## config.mk

```make
export PLATFORM = sky130hd
export DESIGN_NAME = int8_scaled_residual_add_top
export DESIGN_NICKNAME = d
export VERILOG_FILES = /design/src/hdl/isra_pkg.sv /design/src/hdl/int8_scaled_residual_add_top.sv
export SDC_FILE = /design/constraint.sdc
export NUM_CORES = 2
export LEC_CHECK = 0
export ABC_AREA = 1
export BUFFER_PORTS_ARGS = -buffer_cell sky130_fd_sc_hd__buf_2
export CORE_MARGIN = 10
export CORE_UTILIZATION = 59
export DETAILED_ROUTE_END_ITERATION = 8
export PLACE_DENSITY = 0.86
export SYNTH_ARGS = -nofsm -noshare
export SYNTH_HDL_FRONTEND = slang
export SYNTH_SLANG_ARGS = --single-unit
```

## constraint.sdc

```tcl
create_clock -name clock -period 5.3 [get_ports clock]
set_input_delay 0.795 -clock clock [delete_from_list [all_inputs] [get_ports clock]]
set_output_delay 0.795 -clock clock [all_outputs]
set_load 0.05 [all_outputs]
```

## src/hdl/isra_pkg.sv

```systemverilog
// Shared widths, register indexes and limits of the scaled residual adder.
package isra_pkg;

   localparam int ELEM_W  = 8;
   localparam int MULT_W  = 25;
   localparam int SHIFT_W = 5;
   localparam int PROD_W  = ELEM_W + MULT_W;
   localparam int ACC_W   = PROD_W + 1;
   localparam int CSR_IDX_W = 3;

   localparam logic [SHIFT_W-1:0] MAX_SHIFT = 5'd24;

   typedef enum logic [CSR_IDX_W-1:0] {
      CSR_A_MULT    = 3'd0,
      CSR_B_MULT    = 3'd1,
      CSR_SHIFT     = 3'd2,
      CSR_CLAMP_LOW = 3'd3,
      CSR_CLAMP_HI  = 3'd4
   } csr_index_type;

   localparam logic signed [MULT_W-1:0] A_MULT_RESET    = 25'sd4194304;
   localparam logic signed [MULT_W-1:0] B_MULT_RESET    = 25'sd4194304;
   localparam logic [SHIFT_W-1:0]       SHIFT_RESET     = 5'd22;
   localparam logic signed [ELEM_W-1:0] CLAMP_LOW_RESET = -8'sd128;
   localparam logic signed [ELEM_W-1:0] CLAMP_HI_RESET  = 8'sd127;

endpackage

```

## src/hdl/int8_scaled_residual_add_top.sv

```systemverilog
// Scaled residual add of two int8 streams: multiply, add, rounding shift, clamp.
//
// Each word carries one pair of int8 elements. Each element is multiplied by its own
// signed 25-bit multiplier, the products are summed, shifted right by shift_amount
// (saturated at 24) rounding half away from zero, then clamped to [clamp_low,
// clamp_high]. One word per cycle is taken unless the output stalls, and one result
// per word comes out, through a five-stage pipeline: multiply, add, round, shift,
// clamp. Each stage stalls only when it is full and the next cannot take its word.
// Write the registers only while the pipeline is empty.
module int8_scaled_residual_add_top (
   input  logic                           clock,
   input  logic                           reset,
   input  logic                           req_tvalid,
   output logic                           req_tready,
   input  logic [15:0]                    req_tdata,   // a_value [7:0], b_value [15:8]
   input  logic                           req_tlast,   // last_in
   output logic                           rsp_tvalid,
   input  logic                           rsp_tready,
   output logic [7:0]                     rsp_tdata,   // sum_value [7:0]
   output logic                           rsp_tlast,   // last_out
   input  logic                           csr_valid,
   output logic                           csr_ready,
   input  logic [isra_pkg::CSR_IDX_W-1:0] csr_index,
   input  logic [isra_pkg::MULT_W-1:0]    csr_data
);
   import isra_pkg::*;

   logic signed [MULT_W-1:0]  a_mult_ff;
   logic signed [MULT_W-1:0]  b_mult_ff;
   logic [SHIFT_W-1:0]        shift_ff;
   logic signed [ELEM_W-1:0]  clamp_low_ff;
   logic signed [ELEM_W-1:0]  clamp_hi_ff;

   logic [SHIFT_W-1:0]        shift_sat;
   logic [PROD_W-1:0]         rnd_const;

   logic                      vld1_ff, vld2_ff, vld3_ff, vld4_ff, vld5_ff;
   logic                      rdy1, rdy2, rdy3, rdy4, rdy5;
   logic                      last1_ff, last2_ff, last3_ff, last4_ff, last5_ff;

   logic signed [ELEM_W-1:0]  a_val;
   logic signed [ELEM_W-1:0]  b_val;
   logic signed [PROD_W-1:0]  prod_a_in, prod_b_in;
   logic signed [PROD_W-1:0]  prod_a_ff, prod_b_ff;
   logic signed [ACC_W-1:0]   acc_in, acc_ff;
   logic signed [ACC_W:0]     acc_ext, rnd_ext, round_sum;
   logic [PROD_W-1:0]         round_in, round_ff;
   logic                      neg_ff;
   logic [PROD_W-1:0]         shifted;
   logic signed [ACC_W-1:0]   mag_ext, val_in, val_ff;
   logic signed [ACC_W-1:0]   lo_ext, hi_ext, lo_cl;
   logic [ELEM_W-1:0]         sum_in, sum_ff;

   assign csr_ready = 1'b1;

   always_ff @(posedge clock) begin
      if (reset) begin
         a_mult_ff    <= A_MULT_RESET;
         b_mult_ff    <= B_MULT_RESET;
         shift_ff     <= SHIFT_RESET;
         clamp_low_ff <= CLAMP_LOW_RESET;
         clamp_hi_ff  <= CLAMP_HI_RESET;
      end else if (csr_valid) begin
         unique case (csr_index)
            CSR_A_MULT:    a_mult_ff    <= csr_data;
            CSR_B_MULT:    b_mult_ff    <= csr_data;
            CSR_SHIFT:     shift_ff     <= csr_data[SHIFT_W-1:0];
            CSR_CLAMP_LOW: clamp_low_ff <= csr_data[ELEM_W-1:0];
            CSR_CLAMP_HI:  clamp_hi_ff  <= csr_data[ELEM_W-1:0];
            default: ;
         endcase
      end
   end

   assign shift_sat = (shift_ff > MAX_SHIFT) ? MAX_SHIFT : shift_ff;
   assign rnd_const = (shift_sat == '0) ? '0
                                        : (PROD_W'(1) << (shift_sat - SHIFT_W'(1)));

   assign rdy5       = !vld5_ff || rsp_tready;
   assign rdy4       = !vld4_ff || rdy5;
   assign rdy3       = !vld3_ff || rdy4;
   assign rdy2       = !vld2_ff || rdy3;
   assign rdy1       = !vld1_ff || rdy2;
   assign req_tready = rdy1;

   always_ff @(posedge clock) begin
      if (reset) begin
         vld1_ff <= 1'b0;
         vld2_ff <= 1'b0;
         vld3_ff <= 1'b0;
         vld4_ff <= 1'b0;
         vld5_ff <= 1'b0;
      end else begin
         if (rdy1) vld1_ff <= req_tvalid;
         if (rdy2) vld2_ff <= vld1_ff;
         if (rdy3) vld3_ff <= vld2_ff;
         if (rdy4) vld4_ff <= vld3_ff;
         if (rdy5) vld5_ff <= vld4_ff;
      end
   end

   assign a_val     = req_tdata[ELEM_W-1:0];
   assign b_val     = req_tdata[2*ELEM_W-1:ELEM_W];
   assign prod_a_in = $signed({{MULT_W{a_val[ELEM_W-1]}}, a_val})
                    * $signed({{ELEM_W{a_mult_ff[MULT_W-1]}}, a_mult_ff});
   assign prod_b_in = $signed({{MULT_W{b_val[ELEM_W-1]}}, b_val})
                    * $signed({{ELEM_W{b_mult_ff[MULT_W-1]}}, b_mult_ff});

   assign acc_in    = {prod_a_ff[PROD_W-1], prod_a_ff} + {prod_b_ff[PROD_W-1], prod_b_ff};

   assign acc_ext   = {acc_ff[ACC_W-1], acc_ff};
   assign rnd_ext   = {2'b00, rnd_const};
   assign round_sum = acc_ff[ACC_W-1] ? (rnd_ext - acc_ext) : (acc_ext + rnd_ext);
   assign round_in  = round_sum[PROD_W-1:0];

   assign shifted   = round_ff >> shift_sat;
   assign mag_ext   = {1'b0, shifted};
   assign val_in    = neg_ff ? -mag_ext : mag_ext;

   assign lo_ext    = {{(ACC_W-ELEM_W){clamp_low_ff[ELEM_W-1]}}, clamp_low_ff};
   assign hi_ext    = {{(ACC_W-ELEM_W){clamp_hi_ff[ELEM_W-1]}}, clamp_hi_ff};
   assign lo_cl     = (val_ff < lo_ext) ? lo_ext : val_ff;
   assign sum_in    = (lo_cl > hi_ext) ? clamp_hi_ff : lo_cl[ELEM_W-1:0];

   always_ff @(posedge clock) begin
      if (rdy1) begin
         prod_a_ff <= prod_a_in;
         prod_b_ff <= prod_b_in;
         last1_ff  <= req_tlast;
      end
      if (rdy2) begin
         acc_ff   <= acc_in;
         last2_ff <= last1_ff;
      end
      if (rdy3) begin
         round_ff <= round_in;
         neg_ff   <= acc_ff[ACC_W-1];
         last3_ff <= last2_ff;
      end
      if (rdy4) begin
         val_ff   <= val_in;
         last4_ff <= last3_ff;
      end
      if (rdy5) begin
         sum_ff   <= sum_in;
         last5_ff <= last4_ff;
      end
   end

   assign rsp_tvalid = vld5_ff;
   assign rsp_tdata  = sum_ff;
   assign rsp_tlast  = last5_ff;

endmodule
```

==> summary by stage <==
Timing
After layout, the minimum clock period comes to 4.93 ns. The post-route worst hold slack is 0.428 ns. The pin slew with the least headroom to its limit is 1.09 ns. The number of max-slew violations in the final report came to 0. The portion of the clock cycle consumed by the worst path in the final layout is 0.931. Based on the critical path, the design can be clocked at up to 0.203 GHz. The final worst clock skew is 0.0304 ns. The count of final setup violators is 0.

Setup repair after global routing left no endpoint under its margin. The total count of hold-check failures in the final report is 0. Headroom to the max-slew limit came out at 0.275.

Worst setup path
The worst reg-to-reg setup slack is 0.37 ns. The required time at the endpoint of the critical path is 5.63 ns. The sort of element at the end of the critical path is a flop. Data on the critical path arrives at its endpoint at 5.26 ns. The length in cells of the worst reg-to-reg path is 18. The setup path with the least slack is of type reg2reg. The type of origin of the critical path is a flop. The maximum fanout along the worst path is 5.

Clock tree
TritonCTS built the clock tree. The tree is rooted in a sky130_fd_sc_hd__clkbuf_16. The clock insertion delay at the later pin of the skew report is 0.60 ns. For this design, the sink count on the clock tree is 257. The clock passes through at most 3 buffers. The number of clock buffers added by TritonCTS is 28. The number of H-tree branching levels is 1.

Buffers inserted to repair hold after CTS numbered 0. Clock-pin slew was measured on the worst setup and hold paths at 0.07 ns.

Detailed routing
The first detailed-routing pass took 6 iterations. The number of design-rule violations left by the first detailed-router iteration is 1897. For this run, design rule violations remaining after detail routing come to 0.

The routed via count is 27100. The count of nets left with antenna violations once routing finished came out at 0. After detailed routing, the average wire length per cell comes to 16.5 um. The post-detailed-routing wire length is 80800 um.

Using the TritonRoute via totals, the vias-per-cell ratio works out to 5.55.

Yosys
The sequential element share of the synthesized area is 0.220. The mean cell area of the mapped netlist is 7.63 um^2. The portion of synthesized area spent on multiplexers is 0.

After synthesis the cells add up to 31600 um^2. Synthesis inferred 257 register bits. The post-synthesis share of cell area spent on and, or, nand and nor gates is 0.216.

The xor-xnor portion of the synthesized cell area is 0.0495. The post-synthesis instance total is 4146. The distinct cell type count of the synthesized netlist is 48.

The post-synthesis compound-gate area fraction came to 0.0856. The largest family of logic cells by synthesized area is adder cells. The synthesized-area fraction occupied by adder cells is 0.303. The Yosys step of the flow raised 0 warnings.

Global routing
The global-route congestion overflow total is 0. Across every metal layer, demand over resource in global routing totals 0.255. The via count of the first global-routing pass came to 27100. The number of antenna violations at the first check in global routing is 0. The first global-routing pass estimated 133000 um of wire. Entering global routing, the biggest net connects 69 pins.

Min path
The path class of the tightest hold or removal check is reg2reg. Along the worst hold path, the cell count comes to 0.

Cells and area
From synthesis to final layout, the design area changed by 7.24%. The filler cells instantiated in the layout total 4352. At the end of the flow, the number of nets in the layout was 4808. The repair_antennas step left the layout with diodes totalling 0. Of the cells placed in the final design, the portion with a size suffix greater than 1 is 0.0697.

Die
The floorplan step set the die width to 252 um. The die height is 252 um. The initial standard-cell utilization of the core is 0.599. The full die area is 63300 um^2. 62 I/O pins were placed.

After floorplanning, the core was sized to cover 52900 um^2. The placement row count is 84.

Placement
At the end of routability-driven placement, the weighted congestion stood at 0.949. The number of I/O port buffers is 60. Detailed placement finished with a half-perimeter wire length of 65400 um.

Power
Summed over all cells, the static leakage comes to 17.9 nW. After layout, the design draws a total of 13.4 mW. VDD sags by at most 0.262 mV. The ratio of total power to cell area is 395 nW/um^2.

Flow run
The max-capacitance violation count is 0.

Outcome
The run finished with clean final reports.
-- kinds of logic after synthesis --
group                      count (synthesis)
and+or+nand+nor                         1598
DFF                                      257
other                                      2
adders and majority gates                578
AOI/OAI and AO/OA                        493
xor gates and xnor gates                 179
buffers and inverters                   1039
-- power by group --
part	switching, mW	total, mW	leakage [nW]	internal [mW]
registers	0.520	3.74	2.57	3.22
clock network	0.844	2.08	0.475	1.23
logic	4.78	7.58	14.9	2.80
total	6.14	13.4	17.9	7.25
-- through the flow --
step / std cells / utilization / TNS (ns) / setup slack, ns / cell area, um^2
floorplan: 4153 / - / 0 / 0.0212 / 31700
global placement: 4836 / 0.623 / -0.0681 / -0.0433 / 32900
detailed placement: 4836 / 0.623 / -0.534 / -0.142 / 32900
CTS: 4888 / 0.641 / 0 / 0.227 / 33900
global route: 4890 / 0.642 / 0 / 0.0100 / 33900
finish: 4890 / 0.642 / 0 / 0.366 / 33900
-- layout by cell type, fill, tap and decap left out, types with 15 or more instances in the layout --
master and count:
sky130_fd_sc_hd__inv_1 863, sky130_fd_sc_hd__nand2_1 837, sky130_fd_sc_hd__nand3_1 324, sky130_fd_sc_hd__fa_1 316
sky130_fd_sc_hd__nor2_1 277, sky130_fd_sc_hd__ha_1 262, sky130_fd_sc_hd__a21oi_1 196, sky130_fd_sc_hd__o21ai_0 192
sky130_fd_sc_hd__edfxtp_1 181, sky130_fd_sc_hd__xor2_1 104, sky130_fd_sc_hd__buf_4 96, sky130_fd_sc_hd__xnor2_1 75
sky130_fd_sc_hd__dfxtp_1 75, sky130_fd_sc_hd__buf_2 60, sky130_fd_sc_hd__or2_2 45, sky130_fd_sc_hd__clkbuf_16 28
sky130_fd_sc_hd__nor3_1 27, sky130_fd_sc_hd__o21a_1 22, sky130_fd_sc_hd__nand4_1 20, sky130_fd_sc_hd__nor4_1 20
sky130_fd_sc_hd__o211ai_1 18, sky130_fd_sc_hd__nand2_2 15
-- path summary, 6_finish.rpt --
check | start | to
max | a_mult_ff[5] | prod_a_ff[24]
min | last4_ff | rsp_tlast
max reg2reg | a_mult_ff[5] | prod_a_ff[24]
min reg2reg | last4_ff | rsp_tlast
-- timing repair --
action	in CTS	in global routing
setup endpoints to repair	0	9
gates resized for setup	0	8
setup buffers	0	1
-- synth_stat cells (all sizes together) --
library cell	n	area share
o221ai	1	0.00028
xor2	104	0.029
buf	32	0.0062
ha	262	0.10
o21a	22	0.0052
or2	45	0.0089
conb	2	0.00024
clkbuf	131	0.016
o221a	2	0.00071
and2	6	0.0012
fa	316	0.20
nor2	282	0.034
a31o	1	0.00028
o2111ai	5	0.0014
dfxtp	76	0.048
nand3b	11	0.0027
nand3	328	0.053
a21boi	5	0.0012
and3	3	0.00059
nor4	20	0.0040
nor3	28	0.0044
xnor2	75	0.021
nand2	852	0.10
o211ai	18	0.0043
inv	876	0.10
nand4	21	0.0043
a211oi	8	0.0019
o31ai	3	0.00071
o21ai	202	0.032
nor3b	1	0.00024
a21o	12	0.0028
a31oi	9	0.0018
edfxtp	181	0.17
o21bai	8	0.0019
a21oi	197	0.031
or4	1	0.00024
-- worst max-delay path, stage by stage (launching register included) --
cell and delay (ns):
sky130_fd_sc_hd__dfxtp_1 0.52, sky130_fd_sc_hd__nand2_1 0.14, sky130_fd_sc_hd__fa_1 0.53, sky130_fd_sc_hd__fa_1 0.54
sky130_fd_sc_hd__inv_1 0.05, sky130_fd_sc_hd__fa_1 0.47, sky130_fd_sc_hd__inv_1 0.04, sky130_fd_sc_hd__fa_1 0.47
sky130_fd_sc_hd__inv_1 0.04, sky130_fd_sc_hd__ha_1 0.31, sky130_fd_sc_hd__a21oi_1 0.17, sky130_fd_sc_hd__nand2_1 0.09
sky130_fd_sc_hd__and3_1 0.15, sky130_fd_sc_hd__nor2_1 0.16, sky130_fd_sc_hd__o21ai_0 0.14, sky130_fd_sc_hd__a21boi_0 0.43
sky130_fd_sc_hd__o21bai_1 0.17, sky130_fd_sc_hd__a21oi_1 0.19, sky130_fd_sc_hd__xnor2_1 0.08
-- cell type report --
cell class / instances / area (um^2) / share of cell area
Clock buffer: 40 / 786 / 0.0232
Clock inverter: 12 / 198 / 0.00582
Inverter: 876 / 3290 / 0.0970
Multi-Input combinational cell: 2858 / 20800 / 0.612
Sequential cell: 257 / 6960 / 0.205
Tap cell: 688 / 861 / 0.0254
Timing Repair Buffer: 159 / 1080 / 0.0319
-- flip-flops by register name, indices dropped and copies added, names as in the netlist, 5 cells and up --
| signal | cells |
|---|---|
| acc_ff | 34 |
| val_ff | 34 |
| prod_a_ff | 33 |
| prod_b_ff | 33 |
| round_ff | 33 |
| a_mult_ff | 25 |
| b_mult_ff | 25 |
| clamp_hi_ff | 8 |
| clamp_low_ff | 8 |
| rsp_tdata | 8 |
| shift_ff | 5 |
-- routing by layer --
| metal | vias to the layer above | track usage | routed length [um] |
|---|---|---|---|
| met5 | - | 0 | 0 |
| met4 | 0 | 0.114 | 4190 |
| met3 | 267 | 0.0269 | 5120 |
| met2 | 1079 | 0.450 | 39400 |
| met1 | 12800 | 0.310 | 32100 |
| li1 | 13000 | - | - |
Note: power is estimated with default switching activity, not from simulation.
